==> config.mk <==
export PLATFORM = sky130hd
export DESIGN_NAME = fifo_with_order_check_core
export DESIGN_NICKNAME = d
export VERILOG_FILES = /design/src/hdl/fwoc_pkg.sv /design/src/hdl/fwoc_ram.sv /design/src/hdl/fifo_with_order_check_core.sv
export VERILOG_INCLUDE_DIRS = /design/src /design/src/hdl
export SDC_FILE = /design/constraint.sdc
export NUM_CORES = 2
export LEC_CHECK = 0
export ABC_AREA = 1
export BUFFER_PORTS_ARGS = -buffer_cell sky130_fd_sc_hd__buf_2
export CAP_MARGIN = 40
export CORE_ASPECT_RATIO = 1.5
export CORE_MARGIN = 4
export CORE_UTILIZATION = 55
export CTS_CLUSTER_DIAMETER = 60
export DETAILED_ROUTE_END_ITERATION = 10
export PLACE_DENSITY = 0.84
export REMOVE_ABC_BUFFERS = 1
export SKIP_LAST_GASP = 1
export SLEW_MARGIN = 0
export SYNTH_ARGS = -nofsm -noshare
export SYNTH_HDL_FRONTEND = slang
export SYNTH_SLANG_ARGS = --single-unit
==> constraint.sdc <==
create_clock -name clk -period 3.65 [get_ports clk]
set_input_delay 0.365 -clock clk [delete_from_list [all_inputs] [get_ports clk]]
set_output_delay 0.365 -clock clk [all_outputs]
set_load 0.02 [all_outputs]
==> src/hdl/assert_macros.svh <==
// Assertion macros used by the core RTL file.
`ifndef ASSERT_MACROS_SVH
`define ASSERT_MACROS_SVH

// Check a property on every rising clk edge outside reset.
`define AST_CLK(lbl, prop, msg) \
  lbl: assert property (@(posedge clk) disable iff (!rst_n) (prop)) \
    else $error(msg);

// Check that an antecedent implies a consequent in the next cycle.
`define AST_NEXT(lbl, ante, cons, msg) \
  lbl: assert property (@(posedge clk) disable iff (!rst_n) (ante) |=> (cons)) \
    else $error(msg);

`endif

==> src/hdl/fwoc_pkg.sv <==
// Types, constants and helpers of the ordered-check FIFO.
`timescale 1ns / 1ps
`default_nettype none
package fwoc_pkg;

  localparam int QUEUE_DEPTH = 64;
  localparam int PTR_W       = $clog2(QUEUE_DEPTH);
  localparam int CNT_W       = $clog2(QUEUE_DEPTH + 1);
  localparam int DESC_W      = (PTR_W < 1) ? 1 : PTR_W;
  localparam int DATA_W      = 32;
  localparam int FILL_W      = 7;

  typedef logic [PTR_W-1:0]  ptr_t;
  typedef logic [CNT_W-1:0]  cnt_t;
  typedef logic [DESC_W-1:0] desc_t;

  typedef enum logic [1:0] {
    OP_PUSH  = 2'd0,
    OP_POP   = 2'd1,
    OP_CLEAR = 2'd2
  } op_t;

  typedef enum logic [1:0] {
    ST_OK        = 2'd0,
    ST_POP_EMPTY = 2'd1,
    ST_PUSH_FULL = 2'd2
  } status_t;

  typedef struct packed {
    logic [1:0]               op;
    logic signed [DATA_W-1:0] value;
  } fwoc_in_t;

  typedef struct packed {
    logic signed [DATA_W-1:0] popped_value;
    logic [1:0]               status;
    logic [FILL_W-1:0]        fill_count;
    logic                     is_empty;
    logic                     in_order;
  } fwoc_out_t;

  function automatic ptr_t fwoc_next(input ptr_t i);
    fwoc_next = (i == PTR_W'(QUEUE_DEPTH - 1)) ? '0 : ptr_t'(i + 1'b1);
  endfunction

endpackage
`default_nettype wire

==> src/hdl/fwoc_ram.sv <==
// Generic single-write, single-read RAM with registered read data.
`timescale 1ns / 1ps
`default_nettype none
module fwoc_ram #(
  parameter int WIDTH = 32,
  parameter int DEPTH = 64
) (
  input  wire logic                     clk,
  input  wire logic                     we,
  input  wire logic [$clog2(DEPTH)-1:0] waddr,
  input  wire logic [WIDTH-1:0]         wdata,
  input  wire logic [$clog2(DEPTH)-1:0] raddr,
  output logic      [WIDTH-1:0]         rdata
);

  logic [WIDTH-1:0] mem [DEPTH];

  always_ff @(posedge clk) begin
    if (we) begin
      mem[waddr] <= wdata;
    end
    rdata <= mem[raddr];
  end

endmodule
`default_nettype wire

==> src/hdl/fifo_with_order_check_core.sv <==
// Top level: ring-buffer FIFO with running order check.
// Push, clear, unused op codes and pop on empty: result valid the cycle after accept.
// One-entry pop ends in S_RD_FRONT; deeper pops read the RAM twice and end in S_RD_NEXT.
// A pop holds the input in its read states; other words run one per cycle while results drain.
// Synchronous active-low reset clears pointers, fill and descent counts and last pushed value.
// The entry RAM is not cleared; only written entries are ever read.
`timescale 1ns / 1ps
`default_nettype none
`include "assert_macros.svh"
module fifo_with_order_check_core (
  input  wire logic               clk,
  input  wire logic               rst_n,
  input  wire logic               in_valid,
  output logic                    in_ready,
  input  wire fwoc_pkg::fwoc_in_t in_data,
  output logic                    out_valid,
  input  wire logic               out_ready,
  output fwoc_pkg::fwoc_out_t     out_data
);

  typedef enum logic [1:0] {
    S_IDLE,
    S_RD_FRONT,
    S_RD_NEXT
  } state_t;

  state_t              state_r, state_nxt;
  fwoc_pkg::ptr_t      front_r, front_nxt;
  fwoc_pkg::ptr_t      back_r, back_nxt;
  fwoc_pkg::cnt_t      count_r, count_nxt;
  fwoc_pkg::desc_t     desc_r, desc_nxt;
  logic signed [fwoc_pkg::DATA_W-1:0] last_r, last_nxt;
  logic signed [fwoc_pkg::DATA_W-1:0] head_r, head_nxt;
  logic                out_valid_r, out_valid_nxt;
  fwoc_pkg::fwoc_out_t res_r, res_nxt;

  logic                finish;
  logic [1:0]          status_c;
  logic signed [fwoc_pkg::DATA_W-1:0] popped_c;

  logic                ram_we;
  fwoc_pkg::ptr_t      ram_raddr;
  logic [fwoc_pkg::DATA_W-1:0] ram_rdata;

  logic in_fire, out_fire;

  assign in_ready  = (state_r == S_IDLE) && (!out_valid_r || out_ready);
  assign in_fire   = in_valid && in_ready;
  assign out_fire  = out_valid_r && out_ready;
  assign out_valid = out_valid_r;
  assign out_data  = res_r;
  assign ram_raddr = (state_r == S_RD_FRONT) ? fwoc_pkg::fwoc_next(front_r) : front_r;

  fwoc_ram #(
    .WIDTH (fwoc_pkg::DATA_W),
    .DEPTH (fwoc_pkg::QUEUE_DEPTH)
  ) u_entry_ram (
    .clk   (clk),
    .we    (ram_we),
    .waddr (back_r),
    .wdata (in_data.value),
    .raddr (ram_raddr),
    .rdata (ram_rdata)
  );

  always_comb begin
    state_nxt = state_r;
    front_nxt = front_r;
    back_nxt  = back_r;
    count_nxt = count_r;
    desc_nxt  = desc_r;
    last_nxt  = last_r;
    head_nxt  = head_r;
    finish    = 1'b0;
    status_c  = fwoc_pkg::ST_OK;
    popped_c  = '0;
    ram_we    = 1'b0;
    case (state_r)
      S_IDLE: begin
        if (in_fire) begin
          case (in_data.op)
            fwoc_pkg::OP_PUSH: begin
              finish = 1'b1;
              if (count_r >= fwoc_pkg::CNT_W'(fwoc_pkg::QUEUE_DEPTH)) begin
                status_c = fwoc_pkg::ST_PUSH_FULL;
              end else begin
                if ((count_r != '0) && ($signed(last_r) > $signed(in_data.value))) begin
                  desc_nxt = fwoc_pkg::desc_t'(desc_r + 1'b1);
                end
                ram_we    = 1'b1;
                back_nxt  = fwoc_pkg::fwoc_next(back_r);
                last_nxt  = in_data.value;
                count_nxt = fwoc_pkg::cnt_t'(count_r + 1'b1);
              end
            end
            fwoc_pkg::OP_POP: begin
              if (count_r == '0) begin
                finish   = 1'b1;
                status_c = fwoc_pkg::ST_POP_EMPTY;
              end else begin
                state_nxt = S_RD_FRONT;
              end
            end
            fwoc_pkg::OP_CLEAR: begin
              finish    = 1'b1;
              front_nxt = '0;
              back_nxt  = '0;
              count_nxt = '0;
              desc_nxt  = '0;
              last_nxt  = '0;
            end
            default: begin
              finish = 1'b1;
            end
          endcase
        end
      end
      S_RD_FRONT: begin
        head_nxt = ram_rdata;
        if (count_r == fwoc_pkg::CNT_W'(1)) begin
          finish    = 1'b1;
          popped_c  = ram_rdata;
          front_nxt = fwoc_pkg::fwoc_next(front_r);
          count_nxt = '0;
          desc_nxt  = '0;
          state_nxt = S_IDLE;
        end else begin
          state_nxt = S_RD_NEXT;
        end
      end
      S_RD_NEXT: begin
        finish    = 1'b1;
        popped_c  = head_r;
        front_nxt = fwoc_pkg::fwoc_next(front_r);
        count_nxt = fwoc_pkg::cnt_t'(count_r - 1'b1);
        if (($signed(head_r) > $signed(ram_rdata)) && (desc_r != '0)) begin
          desc_nxt = fwoc_pkg::desc_t'(desc_r - 1'b1);
        end
        state_nxt = S_IDLE;
      end
      default: begin
        state_nxt = S_IDLE;
      end
    endcase

    res_nxt              = res_r;
    res_nxt.popped_value = popped_c;
    res_nxt.status       = status_c;
    res_nxt.fill_count   = fwoc_pkg::FILL_W'(count_nxt);
    res_nxt.is_empty     = (count_nxt == '0);
    res_nxt.in_order     = (desc_nxt == '0);
    if (!finish) begin
      res_nxt = res_r;
    end

    out_valid_nxt = out_valid_r;
    if (out_fire) begin
      out_valid_nxt = 1'b0;
    end
    if (finish) begin
      out_valid_nxt = 1'b1;
    end
  end

  always_ff @(posedge clk) begin
    if (!rst_n) begin
      state_r     <= S_IDLE;
      front_r     <= '0;
      back_r      <= '0;
      count_r     <= '0;
      desc_r      <= '0;
      last_r      <= '0;
      out_valid_r <= 1'b0;
    end else begin
      state_r     <= state_nxt;
      front_r     <= front_nxt;
      back_r      <= back_nxt;
      count_r     <= count_nxt;
      desc_r      <= desc_nxt;
      last_r      <= last_nxt;
      out_valid_r <= out_valid_nxt;
      head_r      <= head_nxt;
      res_r       <= res_nxt;
    end
  end

  `AST_CLK(a_count_bound, count_r <= fwoc_pkg::CNT_W'(fwoc_pkg::QUEUE_DEPTH), "count over depth")
  `AST_CLK(a_empty_ordered, (count_r != '0) || (desc_r == '0), "descents on empty queue")
  `AST_CLK(a_busy_blocks, (state_r == S_IDLE) || !in_ready, "word accepted during pop")
  `AST_NEXT(a_push_grows, ram_we, count_r == fwoc_pkg::cnt_t'($past(count_r) + 1'b1), "no grow")

endmodule
`default_nettype wire

==> reports/qor.yml <==
status: "complete, no violations"
grt_max_degree: 147
antenna_left: 0
viasPerCell: 6.789
fin_skew_ps: 39.96
die_area_mm2: 0.1671
firstDrtPassIters: 10
yosysMostFrequentCell: "edfxtp_1"
die_y_um: 498.6
place.gp.congestion: 0.9114
p_clk_share_pct: 30.3
area_growth_pct: 12.25
initial_core_util_pct: 55.51
seq_power_share_pct: 45.7
core_mm2: 0.1590
synth_seq_cells: 2215
dpl_worst_slack_ps: 254.9
grt_pass1_vias: 61980
portBuffers: 82
crit_type: "flop to flop"
dpl.hpwl_mm: 144.9
synth-main-ff-cell: "edfxtp_1"
finalInstanceArea_mm2: 0.09908
rows: 179
final_nets: 7082
worstMarginPinSlew_ps: 898.2
yosysTopAreaCellShare_pct: 72.23
fillers: 10550
irDropWorstVdd_mv: 0.6731
ys_top_cells_by_count: "edfxtp_1, nor2_1, o21ai_0"
grt_pass1_wl_mm: 380.8
regArea_mm2: 0.06559
sw_frac_of_total_pct: 32.06
totalWireLength_mm: 261.8
syn_area_per_cell_um2: 12.79
synth_edf_count: 2123
required_ps: 4390
r2r_slack_ps: 80
cts_tree: "done"
cts_buffer_depth: 3
period_share_pct: 97.77
overflow: 0
hold_violations: 0
clk_latency_ps: 840
min_path_type: "input port to flop"
fin_crit_ps: 3569
layout_setup_ws_ps: 81.31
fmax_mhz: 280.2
setup_viol: 0
drive_above_1_share_pct: 9.649
cp-end-kind: "flop"
synthTopCellsByArea: "edfxtp_1, o21ai_0, nor2_1"
synth_seq_area_share_pct: 74.31
crit_fanout: 132
drv_cap: 0
total_leakage_power_nw: 32.13
final_max_slew_viol_count: 0
synth_top_cell_by_area: "edfxtp_1"
synth_cell_type_count: 43
multiInputGateArea_mm2: 0.02065
io_pins: 83
drt-initial-drc-count: 11760
comb_power_share_pct: 24.0
grt_use_total_pct: 30.55
drc: 0
cts.sinks: 2215
synthArstFlopShare_pct: 0
cp-start-kind: "flop"
power_density_mw_per_mm2: 640.9
post_cts_buffers: 0
synthesis.area_mm2: 0.08827
fp.dieW_um: 335.1
synth_cells: 6900
cts_made_buffers: 177
p_sw_w: 0.02036
vias: 62530
placed_area_mm2: 0.09317
crit_arrival_ps: 4310
cts_root_buf: "clkbuf_16"
fin_cells: 9211
dp.cells: 8860
rsz0062_at_grt: "false"
avgRoutedWirePerCell_um: 28.42
yosysWarnings: 0
internal_power_w: 0.04314
h-tree-depth: 4
clk_pin_slew_ps: 70
grt_antenna_before_repair: 14
slew_headroom_pct: 39.97
[worst max-delay path, stage by stage, from the launching register on]
cell      delay (ps)
dfxtp_1          430
ha_1             260
nand4_2          180
nor2_2           150
nor2_1            80
nand2_2          110
nand2_8          180
inv_16           280
buf_16           420
o21ai_0          180
o22ai_1          290
o21ai_0          220
o221ai_1         270
nand3_1          190
nand2_1          180
[path summary, 6_finish.rpt]
kind         startpoint  depth (start not counted)                    to
max          front_r[0]                         14  u_entry_ram.rdata[7]
min            in_valid                          3           out_data[9]
max reg2reg  front_r[0]                         14  u_entry_ram.rdata[7]
min reg2reg  last_r[29]                          2            last_r[29]
[cell usage in the layout (no fill, tap or decap), types with 4 or more instances in the layout]
cell / count
xor2_1: 4
inv_6: 4
edfxtp_1: 2123
buf_4: 161
diode_2: 10
dfxtp_1: 92
clkinv_1: 40
o22ai_1: 509
nor2_4: 65
o211ai_1: 67
clkinvlp_4: 8
nor2_1: 1283
o21ai_0: 1201
nand2_1: 336
nor4_1: 5
bufinv_16: 15
clkbuf_1: 40
nand3_1: 121
clkinv_2: 27
dlygate4sd3_1: 8
ha_1: 75
o21bai_1: 63
nand4_1: 10
buf_12: 103
o21ai_1: 102
clkinv_8: 4
a21oi_1: 115
o221ai_1: 67
o21a_1: 5
clkbuf_8: 10
clkbuf_16: 180
inv_1: 143
nor3_1: 10
buf_2: 82
[power groups by stage]
stage          registers (W)  logic (W)  clock network, W
3_5_place_dp          0.0296     0.0144                 0
4_1_cts               0.0290     0.0148            0.0192
5_1_grt               0.0290     0.0164            0.0203
3_3_place_gp          0.0296     0.0138                 0
6_report              0.0290     0.0152            0.0192
2_1_floorplan         0.0293    0.00703                 0
[cells by family after synthesis]
logic type                 count (synthesis)  share of synthesized area (%)
adders and majority gates                 76                          1.077
xor gates and xnor gates                   5                        0.04961
AOI/OAI and AO/OA                       2142                          13.57
and+or+nand+nor                         1840                          8.090
buffers and inverters                    622                          2.897
DFF                                     2215                          74.31
[cell type report]
class | count | area share [%]
flip-flops and latches | 2215 | 66.20
multi-input cells | 4063 | 20.84
clock buffers | 230 | 4.837
repair buffers | 358 | 3.869
well taps | 2081 | 2.628
clock inverters | 101 | 0.9812
inverters | 153 | 0.6137
diodes | 10 | 0.02526
[layer usage]
layer  wire length, um  share of wire (%)  global-route usage, %  up-vias
met1             79520                 30                  34.97    29660
met5                49              0.019                      0        -
met4             22960                8.8                  22.61        4
li1                  -                  -                      -    25740
met3             34190                 13                  7.491     1412
met2            125100                 48                  49.97     5718
[stage by stage]
stage | hold slack, ps | setup TNS (ps) | power (W) | utilization (%)
finish | 77.58 | 0 | 0.06350 | 62.31
global route | 70.33 | 0 | 0.06567 | 62.30
CTS | 32.68 | 0 | 0.06295 | 62.27
detailed placement | 462.5 | 0 | 0.04402 | 58.59
global placement | 449.1 | 0 | 0.04330 | 58.58
floorplan | 430.5 | -916740 | 0.03633 | -
[sequential cells by signal, summed over array words and instances, names as in the netlist]
signal             count
back_r                 6
head_r                32
u_entry_ram.rdata     32
front_r                6
state_r                2
last_r                32
out_data              43
desc_r                 6
count_r                7
out_valid              1
u_entry_ram.mem     2048
[what timing repair did]
item	in CTS	in global routing
endpoints found under the hold margin	19	0
setup endpoints to repair	1	19
hold buffers	8	0
resized for setup	1	1
gates cloned	0	0
No activity file was read; power rests on OpenSTA's default activity.
